**config.mk**
```make
export PLATFORM = sky130hd
export DESIGN_NAME = url_host_port_path_parser_unit
export DESIGN_NICKNAME = d
export VERILOG_FILES = /design/src/hw/rtl/uhpp_pkg.sv /design/src/hw/rtl/uhpp_cfg_regs.sv /design/src/hw/rtl/uhpp_parse_core.sv /design/src/hw/rtl/url_host_port_path_parser_unit.sv
export VERILOG_INCLUDE_DIRS = /design/src /design/src/hw/rtl
export SDC_FILE = /design/constraint.sdc
export NUM_CORES = 1
export LEC_CHECK = 0
export BUFFER_PORTS_ARGS = -buffer_cell sky130_fd_sc_hd__clkbuf_2
export CAP_MARGIN = 25
export CORE_MARGIN = 2
export CORE_UTILIZATION = 50
export DETAILED_ROUTE_END_ITERATION = 8
export GPL_TIMING_DRIVEN = 1
export PLACE_DENSITY = 0.82
export SLEW_MARGIN = 10
export SYNTH_ARGS = -nofsm -noshare
export SYNTH_HDL_FRONTEND = slang
export SYNTH_HIERARCHICAL = 1
export SYNTH_SLANG_ARGS = --single-unit
```
**constraint.sdc**
```tcl
create_clock -name clk -period 10.5 [get_ports clk]
set_input_delay 1.05 -clock clk [delete_from_list [all_inputs] [get_ports clk]]
set_output_delay 1.05 -clock clk [all_outputs]
set_load 0.02 [all_outputs]
```
**src/hw/rtl/url_host_port_path_parser_unit_assert.svh**
```systemverilog
// Assertion macros for the URL host/port/path parser.
// Used by the top level; no other dependencies.
`ifndef URL_HOST_PORT_PATH_PARSER_UNIT_ASSERT_SVH
`define URL_HOST_PORT_PATH_PARSER_UNIT_ASSERT_SVH
`ifndef SYNTHESIS
`define UHPP_ASSERT_IMP(lbl, ck, rn, ante, cons, msg) \
	lbl: assert property (@(posedge ck) disable iff (!rn) (ante) |-> (cons)) \
		else $error(msg);
`define UHPP_ASSERT_NXT(lbl, ck, rn, ante, cons, msg) \
	lbl: assert property (@(posedge ck) disable iff (!rn) (ante) |=> (cons)) \
		else $error(msg);
`else
`define UHPP_ASSERT_IMP(lbl, ck, rn, ante, cons, msg)
`define UHPP_ASSERT_NXT(lbl, ck, rn, ante, cons, msg)
`endif
`endif

```
**src/hw/rtl/uhpp_pkg.sv**
```systemverilog
// Shared types and constants of the URL host/port/path parser.
// No dependencies.
package uhpp_pkg;

	localparam int MAX_URL_LEN_DEF  = 127;
	localparam int MAX_HOST_LEN_DEF = 63;

	localparam int          ADDR_W           = 3;
	localparam logic [15:0] DEFAULT_PORT_RST = 16'd80;
	localparam logic        REG_DEFAULT_PORT = 1'b0;

	localparam logic [1:0] REG_HOST  = 2'd0;
	localparam logic [1:0] REG_COLON = 2'd1;
	localparam logic [1:0] REG_PORT  = 2'd2;
	localparam logic [1:0] REG_PATH  = 2'd3;

	localparam logic [7:0] CH_SLASH = 8'h2F;
	localparam logic [7:0] CH_COLON = 8'h3A;
	localparam logic [7:0] CH_DOT   = 8'h2E;
	localparam logic [7:0] CH_ZERO  = 8'h30;
	localparam logic [7:0] CH_NINE  = 8'h39;

	localparam logic [9:0] OCTET_MAX  = 10'd255;
	localparam logic [1:0] GROUP_FULL = 2'd3;
	localparam logic [1:0] OCTET_LAST = 2'd3;

	typedef struct packed {
		logic [7:0] url_char;
		logic       is_last;
	} char_word_t;

	typedef struct packed {
		logic [7:0]  char_out;
		logic [1:0]  region;
		logic        done_res;
		logic        host_ipv4;
		logic [31:0] ip_address;
		logic [15:0] port;
		logic        path_is_default;
		logic        too_long;
	} res_word_t;

endpackage

```
**src/hw/rtl/uhpp_cfg_regs.sv**
```systemverilog
// APB-style configuration register: default port.
// Depends on uhpp_pkg.
module uhpp_cfg_regs (
	input  logic                        clk,
	input  logic                        arst_n,
	input  logic                        psel,
	input  logic                        penable,
	input  logic                        pwrite,
	input  logic [uhpp_pkg::ADDR_W-1:0] paddr,
	input  logic [31:0]                 pwdata,
	output logic [31:0]                 prdata,
	output logic                        pready,
	output logic [15:0]                 default_port
);
	import uhpp_pkg::*;

	logic [15:0] default_port_q;
	logic        sel_port;

	assign sel_port = (paddr[ADDR_W-1] == REG_DEFAULT_PORT);
	assign pready   = 1'b1;

	always_ff @(posedge clk or negedge arst_n) begin
		if (!arst_n) begin
			default_port_q <= DEFAULT_PORT_RST;
		end else if (psel && penable && pwrite && pready && sel_port) begin
			default_port_q <= pwdata[15:0];
		end
	end

	assign prdata       = sel_port ? {16'd0, default_port_q} : 32'd0;
	assign default_port = default_port_q;

endmodule

```
**src/hw/rtl/uhpp_parse_core.sv**
```systemverilog
// Running parse state and single-pass next-state/result logic.
// Depends on uhpp_pkg.
module uhpp_parse_core #(
	parameter int MAX_URL_LEN  = uhpp_pkg::MAX_URL_LEN_DEF,
	parameter int MAX_HOST_LEN = uhpp_pkg::MAX_HOST_LEN_DEF
) (
	input  logic                 clk,
	input  logic                 arst_n,
	input  logic                 adv,
	input  uhpp_pkg::char_word_t word,
	input  logic [15:0]          default_port,
	output uhpp_pkg::res_word_t  res
);
	import uhpp_pkg::*;

	localparam int ULW = $clog2(MAX_URL_LEN + 1);
	localparam int HLW = $clog2(MAX_HOST_LEN + 1);

	logic [1:0]     region_q, region_n;
	logic [1:0]     octet_q, octet_n;
	logic [1:0]     grp_dig_q, grp_dig_n;
	logic [9:0]     grp_val_q, grp_val_n;
	logic [31:0]    ip_q, ip_n;
	logic           ip_ok_q, ip_ok_n;
	logic [15:0]    port_q, port_n;
	logic           port_stop_q, port_stop_n;
	logic           colon_q, colon_n;
	logic [ULW-1:0] url_len_q, url_len_n;
	logic [HLW-1:0] host_len_q, host_len_n;
	logic           ovf_q, ovf_n;

	logic [7:0] c;
	logic [3:0] dig;
	logic       is_digit;
	logic       grp_ok;
	logic       is_ip;
	logic [1:0] reg_tag;

	assign c        = word.url_char;
	assign dig      = 4'(c - CH_ZERO);
	assign is_digit = c inside {[CH_ZERO:CH_NINE]};
	assign grp_ok   = (grp_dig_q != 2'd0) && (grp_val_q <= OCTET_MAX);

	always_comb begin
		region_n    = region_q;
		octet_n     = octet_q;
		grp_dig_n   = grp_dig_q;
		grp_val_n   = grp_val_q;
		ip_n        = ip_q;
		ip_ok_n     = ip_ok_q;
		port_n      = port_q;
		port_stop_n = port_stop_q;
		colon_n     = colon_q;
		url_len_n   = url_len_q;
		host_len_n  = host_len_q;
		ovf_n       = ovf_q;

		if (url_len_q >= ULW'(MAX_URL_LEN)) begin
			ovf_n = 1'b1;
		end else begin
			url_len_n = url_len_q + 1'b1;
		end

		if (region_q == REG_PATH || c == CH_SLASH) begin
			reg_tag  = REG_PATH;
			region_n = REG_PATH;
		end else if (region_q == REG_HOST && c == CH_COLON) begin
			reg_tag  = REG_COLON;
			region_n = REG_PORT;
			colon_n  = 1'b1;
		end else if (region_q == REG_HOST) begin
			reg_tag = REG_HOST;
			if (host_len_q >= HLW'(MAX_HOST_LEN)) begin
				ovf_n = 1'b1;
			end else begin
				host_len_n = host_len_q + 1'b1;
			end
			if (ip_ok_q) begin
				if (c == CH_DOT) begin
					if (grp_ok && octet_q != OCTET_LAST) begin
						ip_n      = {ip_q[23:0], grp_val_q[7:0]};
						octet_n   = octet_q + 1'b1;
						grp_dig_n = 2'd0;
						grp_val_n = 10'd0;
					end else begin
						ip_ok_n = 1'b0;
					end
				end else if (is_digit) begin
					if (grp_dig_q == GROUP_FULL) begin
						ip_ok_n = 1'b0;
					end else begin
						grp_dig_n = grp_dig_q + 1'b1;
						grp_val_n = (grp_val_q << 3) + (grp_val_q << 1) + 10'(dig);
					end
				end else begin
					ip_ok_n = 1'b0;
				end
			end
		end else begin
			reg_tag = REG_PORT;
			if (!port_stop_q) begin
				if (is_digit) begin
					port_n = (port_q << 3) + (port_q << 1) + 16'(dig);
				end else begin
					port_stop_n = 1'b1;
				end
			end
		end
	end

	assign is_ip = ip_ok_n && (octet_n == OCTET_LAST) && (grp_dig_n != 2'd0)
		&& (grp_val_n <= OCTET_MAX);

	always_comb begin
		res                 = '0;
		res.char_out        = c;
		res.region          = reg_tag;
		res.done_res        = word.is_last;
		if (word.is_last) begin
			res.host_ipv4       = is_ip;
			res.ip_address      = is_ip ? {ip_n[23:0], grp_val_n[7:0]} : 32'd0;
			res.port            = colon_n ? port_n : default_port;
			res.path_is_default = (region_n != REG_PATH);
			res.too_long        = ovf_n;
		end
	end

	always_ff @(posedge clk or negedge arst_n) begin
		if (!arst_n) begin
			region_q    <= REG_HOST;
			octet_q     <= '0;
			grp_dig_q   <= '0;
			grp_val_q   <= '0;
			ip_q        <= '0;
			ip_ok_q     <= 1'b1;
			port_q      <= '0;
			port_stop_q <= 1'b0;
			colon_q     <= 1'b0;
			url_len_q   <= '0;
			host_len_q  <= '0;
			ovf_q       <= 1'b0;
		end else if (adv && word.is_last) begin
			region_q    <= REG_HOST;
			octet_q     <= '0;
			grp_dig_q   <= '0;
			grp_val_q   <= '0;
			ip_q        <= '0;
			ip_ok_q     <= 1'b1;
			port_q      <= '0;
			port_stop_q <= 1'b0;
			colon_q     <= 1'b0;
			url_len_q   <= '0;
			host_len_q  <= '0;
			ovf_q       <= 1'b0;
		end else if (adv) begin
			region_q    <= region_n;
			octet_q     <= octet_n;
			grp_dig_q   <= grp_dig_n;
			grp_val_q   <= grp_val_n;
			ip_q        <= ip_n;
			ip_ok_q     <= ip_ok_n;
			port_q      <= port_n;
			port_stop_q <= port_stop_n;
			colon_q     <= colon_n;
			url_len_q   <= url_len_n;
			host_len_q  <= host_len_n;
			ovf_q       <= ovf_n;
		end
	end

endmodule

```
**src/hw/rtl/url_host_port_path_parser_unit.sv**
```systemverilog
// Top level of the URL host/port/path parser: input and result registers, handshake.
// Depends on uhpp_pkg, uhpp_cfg_regs, uhpp_parse_core and the assertion header.
//
//   channel  dir  handshake               payload
//   char     in   char_valid/char_stall   char_word (url_char, is_last)
//   res      out  res_valid/res_stall     res_word (one result per character)
//   cfg      in   APB psel/penable/...    default_port at byte address 0
//
// One character per cycle sustained while res_stall is low; res_valid rises when
// the word goes from input to result register; the parse core sets the rate.
// Reset returns the parse state to the host region and default_port to 80.
// A stalled result holds; the input register still takes one more word behind it.
`include "url_host_port_path_parser_unit_assert.svh"
module url_host_port_path_parser_unit #(
	parameter int MAX_URL_LEN  = uhpp_pkg::MAX_URL_LEN_DEF,
	parameter int MAX_HOST_LEN = uhpp_pkg::MAX_HOST_LEN_DEF
) (
	input  logic                        clk,
	input  logic                        arst_n,
	input  logic                        char_valid,
	output logic                        char_stall,
	input  uhpp_pkg::char_word_t        char_word,
	output logic                        res_valid,
	input  logic                        res_stall,
	output uhpp_pkg::res_word_t         res_word,
	input  logic                        psel,
	input  logic                        penable,
	input  logic                        pwrite,
	input  logic [uhpp_pkg::ADDR_W-1:0] paddr,
	input  logic [31:0]                 pwdata,
	output logic [31:0]                 prdata,
	output logic                        pready
);
	import uhpp_pkg::*;

	char_word_t  word_s1;
	logic        valid_s1;
	res_word_t   res_word_q;
	logic        res_valid_q;
	res_word_t   res_comb;
	logic [15:0] default_port;
	logic        out_free;
	logic        adv;
	logic        accept;

	assign out_free   = !res_valid_q || !res_stall;
	assign adv        = valid_s1 && out_free;
	assign char_stall = valid_s1 && !out_free;
	assign accept     = char_valid && !char_stall;

	uhpp_cfg_regs u_cfg (
		.clk          (clk),
		.arst_n       (arst_n),
		.psel         (psel),
		.penable      (penable),
		.pwrite       (pwrite),
		.paddr        (paddr),
		.pwdata       (pwdata),
		.prdata       (prdata),
		.pready       (pready),
		.default_port (default_port)
	);

	uhpp_parse_core #(
		.MAX_URL_LEN  (MAX_URL_LEN),
		.MAX_HOST_LEN (MAX_HOST_LEN)
	) u_core (
		.clk          (clk),
		.arst_n       (arst_n),
		.adv          (adv),
		.word         (word_s1),
		.default_port (default_port),
		.res          (res_comb)
	);

	always_ff @(posedge clk or negedge arst_n) begin
		if (!arst_n) begin
			valid_s1    <= 1'b0;
			res_valid_q <= 1'b0;
		end else begin
			if (accept) begin
				valid_s1 <= 1'b1;
			end else if (adv) begin
				valid_s1 <= 1'b0;
			end
			if (out_free) begin
				res_valid_q <= adv;
			end
		end
	end

	always_ff @(posedge clk) begin
		if (accept) begin
			word_s1 <= char_word;
		end
		if (adv) begin
			res_word_q <= res_comb;
		end
	end

	assign res_valid = res_valid_q;
	assign res_word  = res_word_q;

	`UHPP_ASSERT_NXT(a_accept_lands, clk, arst_n, accept, valid_s1, "accepted word lost")
	`UHPP_ASSERT_IMP(a_stall_cause, clk, arst_n, char_stall,
		valid_s1 && res_valid_q && res_stall, "input stalled without a full pipeline")
	`UHPP_ASSERT_IMP(a_summary_zero, clk, arst_n, res_valid_q && !res_word_q.done_res,
		!res_word_q.host_ipv4 && res_word_q.port == 16'd0 && !res_word_q.too_long
		&& !res_word_q.path_is_default, "summary fields set before last word")
	`UHPP_ASSERT_IMP(a_ip_zero, clk, arst_n, res_valid_q && !res_word_q.host_ipv4,
		res_word_q.ip_address == 32'd0, "address reported for non-IP host")

endmodule

```
== Word-level counts from Yosys, hierarchy flattened ==
Index checks and enable logic that the tools add are counted.

* Flip-flop bits (word level): 162
* Input port bits: 51
* Output and inout port bits: 97

* Add/sub/neg operators: 9
* Order comparisons: 6
* Equality and inequality tests: 13
* Multiplexer cells: 90
* Bitwise logic cells: 1
* Reductions and logical operators: 31

{| class="wikitable"
|+ Operator list
! kind !! number
|-
| two-way mux 24 bit || 8
|-
| two-way mux 16 bit || 9
|-
| two-way mux 10 bit || 10
|-
| two-way mux 2 bit || 24
|-
| two-way mux 6 bit || 6
|-
| two-way mux 1 bit || 30
|-
| equality test 8 x 6 -> 1 bit (second input constant) || 3
|-
| two-way mux 7 bit || 3
|-
| less-or-equal comparator 10 x 8 -> 1 bit (second input constant) || 2
|-
| adder 16 bit || 1
|-
| adder 16 x 4 -> 16 bit || 1
|-
| logical AND 1 bit || 14
|-
| inequality test 2 bit (second input constant) || 7
|-
| adder 10 bit || 1
|-
| adder 10 x 4 -> 10 bit || 1
|-
| nonzero test 2 bit || 5
|-
| >= comparator 8 x 6 -> 1 bit (second input constant) || 1
|-
| less-or-equal comparator 8 x 6 -> 1 bit (second input constant) || 1
|-
| adder 7 x 1 -> 7 bit (second input constant) || 1
|-
| >= comparator 7 bit (second input constant) || 1
|-
| adder 6 x 1 -> 6 bit (second input constant) || 1
|-
| equality test 2 bit (second input constant) || 3
|-
| >= comparator 6 bit (second input constant) || 1
|-
| AND reduction 5 bit || 1
|-
| other kinds (9) || 15
|}

== Logic depth before layout (Yosys ltp) ==
* Depth in word-level cells: 14
* Mapped depth: 13

== Cells and area by module ==
Netlist, hierarchy kept.

{| class="wikitable"
|+ By module, submodules not included
! module !! times used !! cells an instance !! area an instance (sq um) !! sequential area each (sq um)
|-
| uhpp_parse_core || 1 || 643 || 5617.9 || 1828.0
|-
| url_host_port_path_parser_unit || 1 || 79 || 2224.6 || 2182.1
|-
| uhpp_cfg_regs || 1 || 70 || 902.1 || 402.9
|}

== Worst setup path after synthesis ==
Ideal clock, no wire load.

* Kind: input-to-reg
* Start: input port res_stall
* End: register u_core.host_len_q[5]
* Data arrival time: 8.409 ns
* Required time: 10.372 ns
* Setup slack: 1.963 ns
* Stages: 6
* Buffers on the path: 0
* Path through: a21boi_0 -> clkinv_1 -> nor3b_1 -> nand4_1 -> xor2_1 -> nor2_1

* Word-level cells in the longest chain between the ends: 6
* Elaborated cells between the ends (all ways): 11

{| class="wikitable"
|+ Ends and longest elaborated chain
! what !! line !! text
|-
| start, declared || url_host_port_path_parser_unit.sv:24 || <nowiki>input logic res_stall,</nowiki>
|-
| logical NOT 1 bit * || url_host_port_path_parser_unit.sv:46 || <nowiki>assign out_free = !res_valid_q || !res_stall;</nowiki>
|-
| logical OR 1 bit * || url_host_port_path_parser_unit.sv:46 ||
|-
| logical AND 1 bit * || url_host_port_path_parser_unit.sv:47 || <nowiki>assign adv = valid_s1 && out_free;</nowiki>
|-
| logical AND 1 bit || uhpp_parse_core.sv:142 || <nowiki>end else if (adv && word.is_last) begin</nowiki>
|-
| inequality test 2 bit (no source line) / nonzero test 2 bit (equally long branches) || -- ||
|-
| AND reduction 5 bit (no source line) || -- ||
|-
| end signal, assigned || uhpp_parse_core.sv:166 || <nowiki>host_len_q <= host_len_n;</nowiki>
|-
| end, declared || uhpp_parse_core.sv:29 || <nowiki>logic [HLW-1:0] host_len_q, host_len_n;</nowiki>
|}

Mark *: on every way between the ends. The rest lies on a longest branch, timed or not.
A chain may end at the register's enable or synchronous reset.

== Worst setup path after layout ==
* Start: register word_s1[4] (netlist name)
* End: register res_word_q, in the netlist res_word[42], data pin

* Word-level cells in the longest chain between the ends: 12
* Elaborated cells between the ends (all ways): 46

{| class="wikitable"
|+ Ends and longest elaborated chain
! what !! line !! text
|-
| start, declared || url_host_port_path_parser_unit.sv:36 || <nowiki>char_word_t word_s1;</nowiki>
|-
| start signal, assigned || url_host_port_path_parser_unit.sv:94 || <nowiki>word_s1 <= char_word;</nowiki>
|-
| subtractor 4 x 1 -> 4 bit, or another cell as far along || uhpp_parse_core.sv:40 || <nowiki>assign dig = 4'(c - CH_ZERO);</nowiki>
|-
| adder 10 x 4 -> 10 bit / logical AND 1 bit (equally long branches) || uhpp_parse_core.sv:93, uhpp_parse_core.sv:41 ||
|-
| two-way mux 10 bit, or another cell as far along || uhpp_parse_core.sv:89 || <nowiki>if (grp_dig_q == GROUP_FULL) begin</nowiki>
|-
| two-way mux 10 bit, or another cell as far along || uhpp_parse_core.sv:88 || <nowiki>end else if (is_digit) begin</nowiki>
|-
| two-way mux 10 bit, or another cell as far along || uhpp_parse_core.sv:79 || <nowiki>if (c == CH_DOT) begin</nowiki>
|-
| two-way mux 10 bit, or another cell as far along || uhpp_parse_core.sv:78 || <nowiki>if (ip_ok_q) begin</nowiki>
|-
| two-way mux 10 bit, or another cell as far along || uhpp_parse_core.sv:71 || <nowiki>end else if (region_q == REG_HOST) begin</nowiki>
|-
| two-way mux 10 bit, or another cell as far along || uhpp_parse_core.sv:67 || <nowiki>end else if (region_q == REG_HOST && c == CH_COLON) begin</nowiki>
|-
| two-way mux 10 bit, or another cell as far along || uhpp_parse_core.sv:64 || <nowiki>if (region_q == REG_PATH || c == CH_SLASH) begin</nowiki>
|-
| less-or-equal comparator 10 x 8 -> 1 bit / logical AND 1 bit (equally long branches) || uhpp_parse_core.sv:112, uhpp_parse_core.sv:111 ||
|-
| logical AND 1 bit || uhpp_parse_core.sv:112 || <nowiki>&& (grp_val_n <= OCTET_MAX);</nowiki>
|-
| AND reduction 2 bit (no source line) || -- ||
|-
| end signal, assigned || url_host_port_path_parser_unit.sv:97 || <nowiki>res_word_q <= res_comb;</nowiki>
|-
| end, declared || url_host_port_path_parser_unit.sv:38 || <nowiki>res_word_t res_word_q;</nowiki>
|}

Parallel ways exist; a longest one is shown, timed or not.

==> flow_summary.json <==
{
  "die_w_um": 136.2,
  "drv_slew": 0,
  "syn_inst": 792,
  "root_buffer": "clkbuf_16",
  "layout-area-overhead-vs-synth_pct": 13.75,
  "synth_cell_types": 71,
  "startpoint_type": "register",
  "ant_nets": 0,
  "clk_pin_slew_ns": 0.06,
  "cts_resized": 0,
  "netlist.area_leader.share": 0.2518,
  "drive_gt1_frac": 0.2428,
  "synth-edff-count": 71,
  "synth_area_leaders": "dfrtp_1 25%, edfxtp_1 24%, ha_1 6.2%",
  "routabilityCongestion": 0.8831,
  "reg2reg_slack_ns": 6.29,
  "min_path_type": "reg -> reg",
  "ys_seq_area_frac": 0.5047,
  "syn_area_per_cell_um2": 11.04,
  "p_per_area_nw_per_um2": 188.5,
  "synth_adder_area_share": 0.07068,
  "async_reset_ff_frac": 0.5617,
  "slew_headroom": 0.4019,
  "hold_viol": 0,
  "drv_cap": 0,
  "synth_compound_area_frac": 0.1849,
  "cts.sinks": 162,
  "cp_common_cell": "inv_1",
  "clk_latency_ns": 0.42,
  "cts_tree": "built",
  "cts_buffer_depth": 2,
  "dieArea_um2": 18560,
  "grt_use_total": 0.2118,
  "fin_crit_ns": 4.209,
  "grt.overflow.total": 0,
  "cts_setup_buffers": 0,
  "end_kind": "register",
  "synthMuxAreaShare": 0.03320,
  "cts_buffers": 17,
  "num_antenna_cells": 0,
  "cts_hold_buf": 0,
  "synth-xor-area-share": 0.02704,
  "grt_pass1_vias": 6264,
  "core_um2": 17180,
  "netlist_area_um2": 8745,
  "cp_max_fo": 26,
  "io-pin-count": 148,
  "die_h_um": 136.2,
  "row_count": 48,
  "max-vdd-ir-drop_uv": 128.9,
  "cp_slowest_cell": "or4_1",
  "arrival_ns": 4.47,
  "synth.most_common_cell": "nand2_1",
  "fin_area_um2": 9947,
  "layout.nets": 983,
  "yosys_warnings": 6,
  "port_buffers": 112,
  "finClkSkew_ns": 0.01098,
  "crit_family": "compound AO/OA/AOI/OAI gates",
  "grt_max_degree": 72,
  "synth_area_leader_cell": "dfrtp_1",
  "crit_chain": "inv_1, fa_1, inv_1, ha_1, a21o_1, a2111oi_2, a21oi_1, xnor2_1, a31oi_1, or4_1, buf_4, a21oi_2",
  "path_class": "reg -> reg",
  "worstMarginPinSlew_ns": 0.8971,
  "slowest_delay_ns": 0.77,
  "synthTopCellsByCount": "95 x nand2_1, 88 x dfrtp_1, 71 x edfxtp_1",
  "first_pass_iters": 5,
  "ys_seq_elements": 162,
  "vias": 6404,
  "drt-initial-drc-count": 525,
  "dp_hpwl_mm": 12.39,
  "wire_per_inst_um": 16.90,
  "finalCritPeriodShare": 0.4008,
  "final-setup-viol-count": 0,
  "routed_wl_mm": 18.98,
  "rsz0062_at_grt": "no",
  "synth_top_family_by_area": "compound AO/OA/AOI/OAI gates",
  "whs_ns": 0.4830,
  "critPathRequiredTime_ns": 10.76,
  "max_freq_mhz": 237.6,
  "synthFlopType": "dfrtp_1",
  "antenna_found_initial": 0,
  "postPlaceCellArea_um2": 9351,
  "initial_core_util": 0.5091,
  "worst-path-buf-inv": 3,
  "h-tree-depth": 4,
  "outcome": "complete, no violations",
  "post-route-drc-count": 0,
  "grt_pass1_wl_mm": 30.82,
  "fin_setup_tns_ns": 0,
  "p_leak_uw": 0.004337,
  "vias_per_cell": 5.703,
  "synth-simple-area-share": 0.1292
}
==> sequential cells by signal, summed over array words and instances (netlist names), 2 cells and up <==
| register | count |
|---|---|
| res_word | 62 |
| u_cfg/default_port | 16 |
| u_core/grp_dig_q | 2 |
| u_core/grp_val_q | 10 |
| u_core/host_len_q | 6 |
| u_core/ip_q | 24 |
| u_core/octet_q | 2 |
| u_core/port_q | 16 |
| u_core/region_q | 2 |
| u_core/url_len_q | 7 |
| word_s1 | 9 |
==> worst paths after layout <==
kind	cells after the start	to	startpoint
min reg2reg	0	res_word[59]	word_s1[6]
max	12	res_word[42]	word_s1[4]
min	0	res_word[59]	word_s1[6]
min in group asynchronous	1	u_core/ip_q[19]	arst_n
max reg2reg	12	res_word[42]	word_s1[4]
max in group asynchronous	3	u_cfg/default_port[6]	arst_n
==> final cells by class <==
class | instances | area (um^2)
Timing Repair Buffer | 122 | 655.6
Multi-Input combinational cell | 564 | 3966
Inverter | 18 | 67.56
Fill cell | 1430 | 7229
Tap cell | 225 | 281.5
Clock buffer | 17 | 425.4
Sequential cell | 162 | 4413
Clock inverter | 15 | 137.6
==> stage by stage <==
step           setup slack [ns]    util  total power (uW)  cells
2_1_floorplan             1.963       -              1171    807
3_3_place_gp              6.404  0.5444              1262   1089
3_5_place_dp              6.287  0.5444              1281   1089
4_1_cts                   6.263  0.5772              1885   1121
5_1_grt                   6.034  0.5791              1975   1123
6_report                  6.291  0.5791              1875   1123
==> logic make-up after synthesis <==
family / after synthesis
simple gates: 224
compound gates: 226
flops: 162
mux: 23
other cells: 2
buf+inv: 81
xor+xnor: 27
fa+ha+maj: 47
==> placed cells by master, fill, tap and decap left out, types with 16 or more instances in the layout <==
| cell | Yosys | final |
|---|---|---|
| a21oi_2 | 21 | 21 |
| ha_1 | 43 | 43 |
| inv_1 | 16 | 16 |
| nor2_1 | 43 | 43 |
| clkbuf_16 | 0 | 17 |
| conb_1 | 2 | 17 |
| a21boi_0 | 29 | 28 |
| o2bb2ai_1 | 40 | 40 |
| a21oi_1 | 43 | 43 |
| o21ai_0 | 29 | 29 |
| edfxtp_1 | 71 | 71 |
| clkbuf_2 | 0 | 112 |
| dfrtp_1 | 88 | 88 |
| nand2_1 | 95 | 95 |
==> where the power goes <==
| group | switching (uW) | internal, uW | total (uW) |
|---|---|---|---|
| Clock | 279 | 314 | 593 |
| Combinational | 251 | 187 | 438 |
| Sequential | 82.4 | 761 | 844 |
==> metal layers <==
metal  GRT usage  vias up  part of all wire
met2      0.3562      218              0.50
met4     0.07176        0             0.017
met1      0.2694     3124              0.43
met5           0        -                 0
li1            -     3036                 -
met3     0.04922       26             0.059
==> worst register-to-register path: stages, from the launching register on <==
cell       delay (ns)
edfxtp_1         0.52
inv_1            0.12
fa_1             0.62
inv_1            0.06
ha_1             0.28
a21o_1           0.21
a2111oi_2        0.41
a21oi_1          0.16
xnor2_1          0.19
a31oi_1          0.13
or4_1            0.77
buf_4            0.36
a21oi_2          0.22
Power figures use the tool's default switching activity.
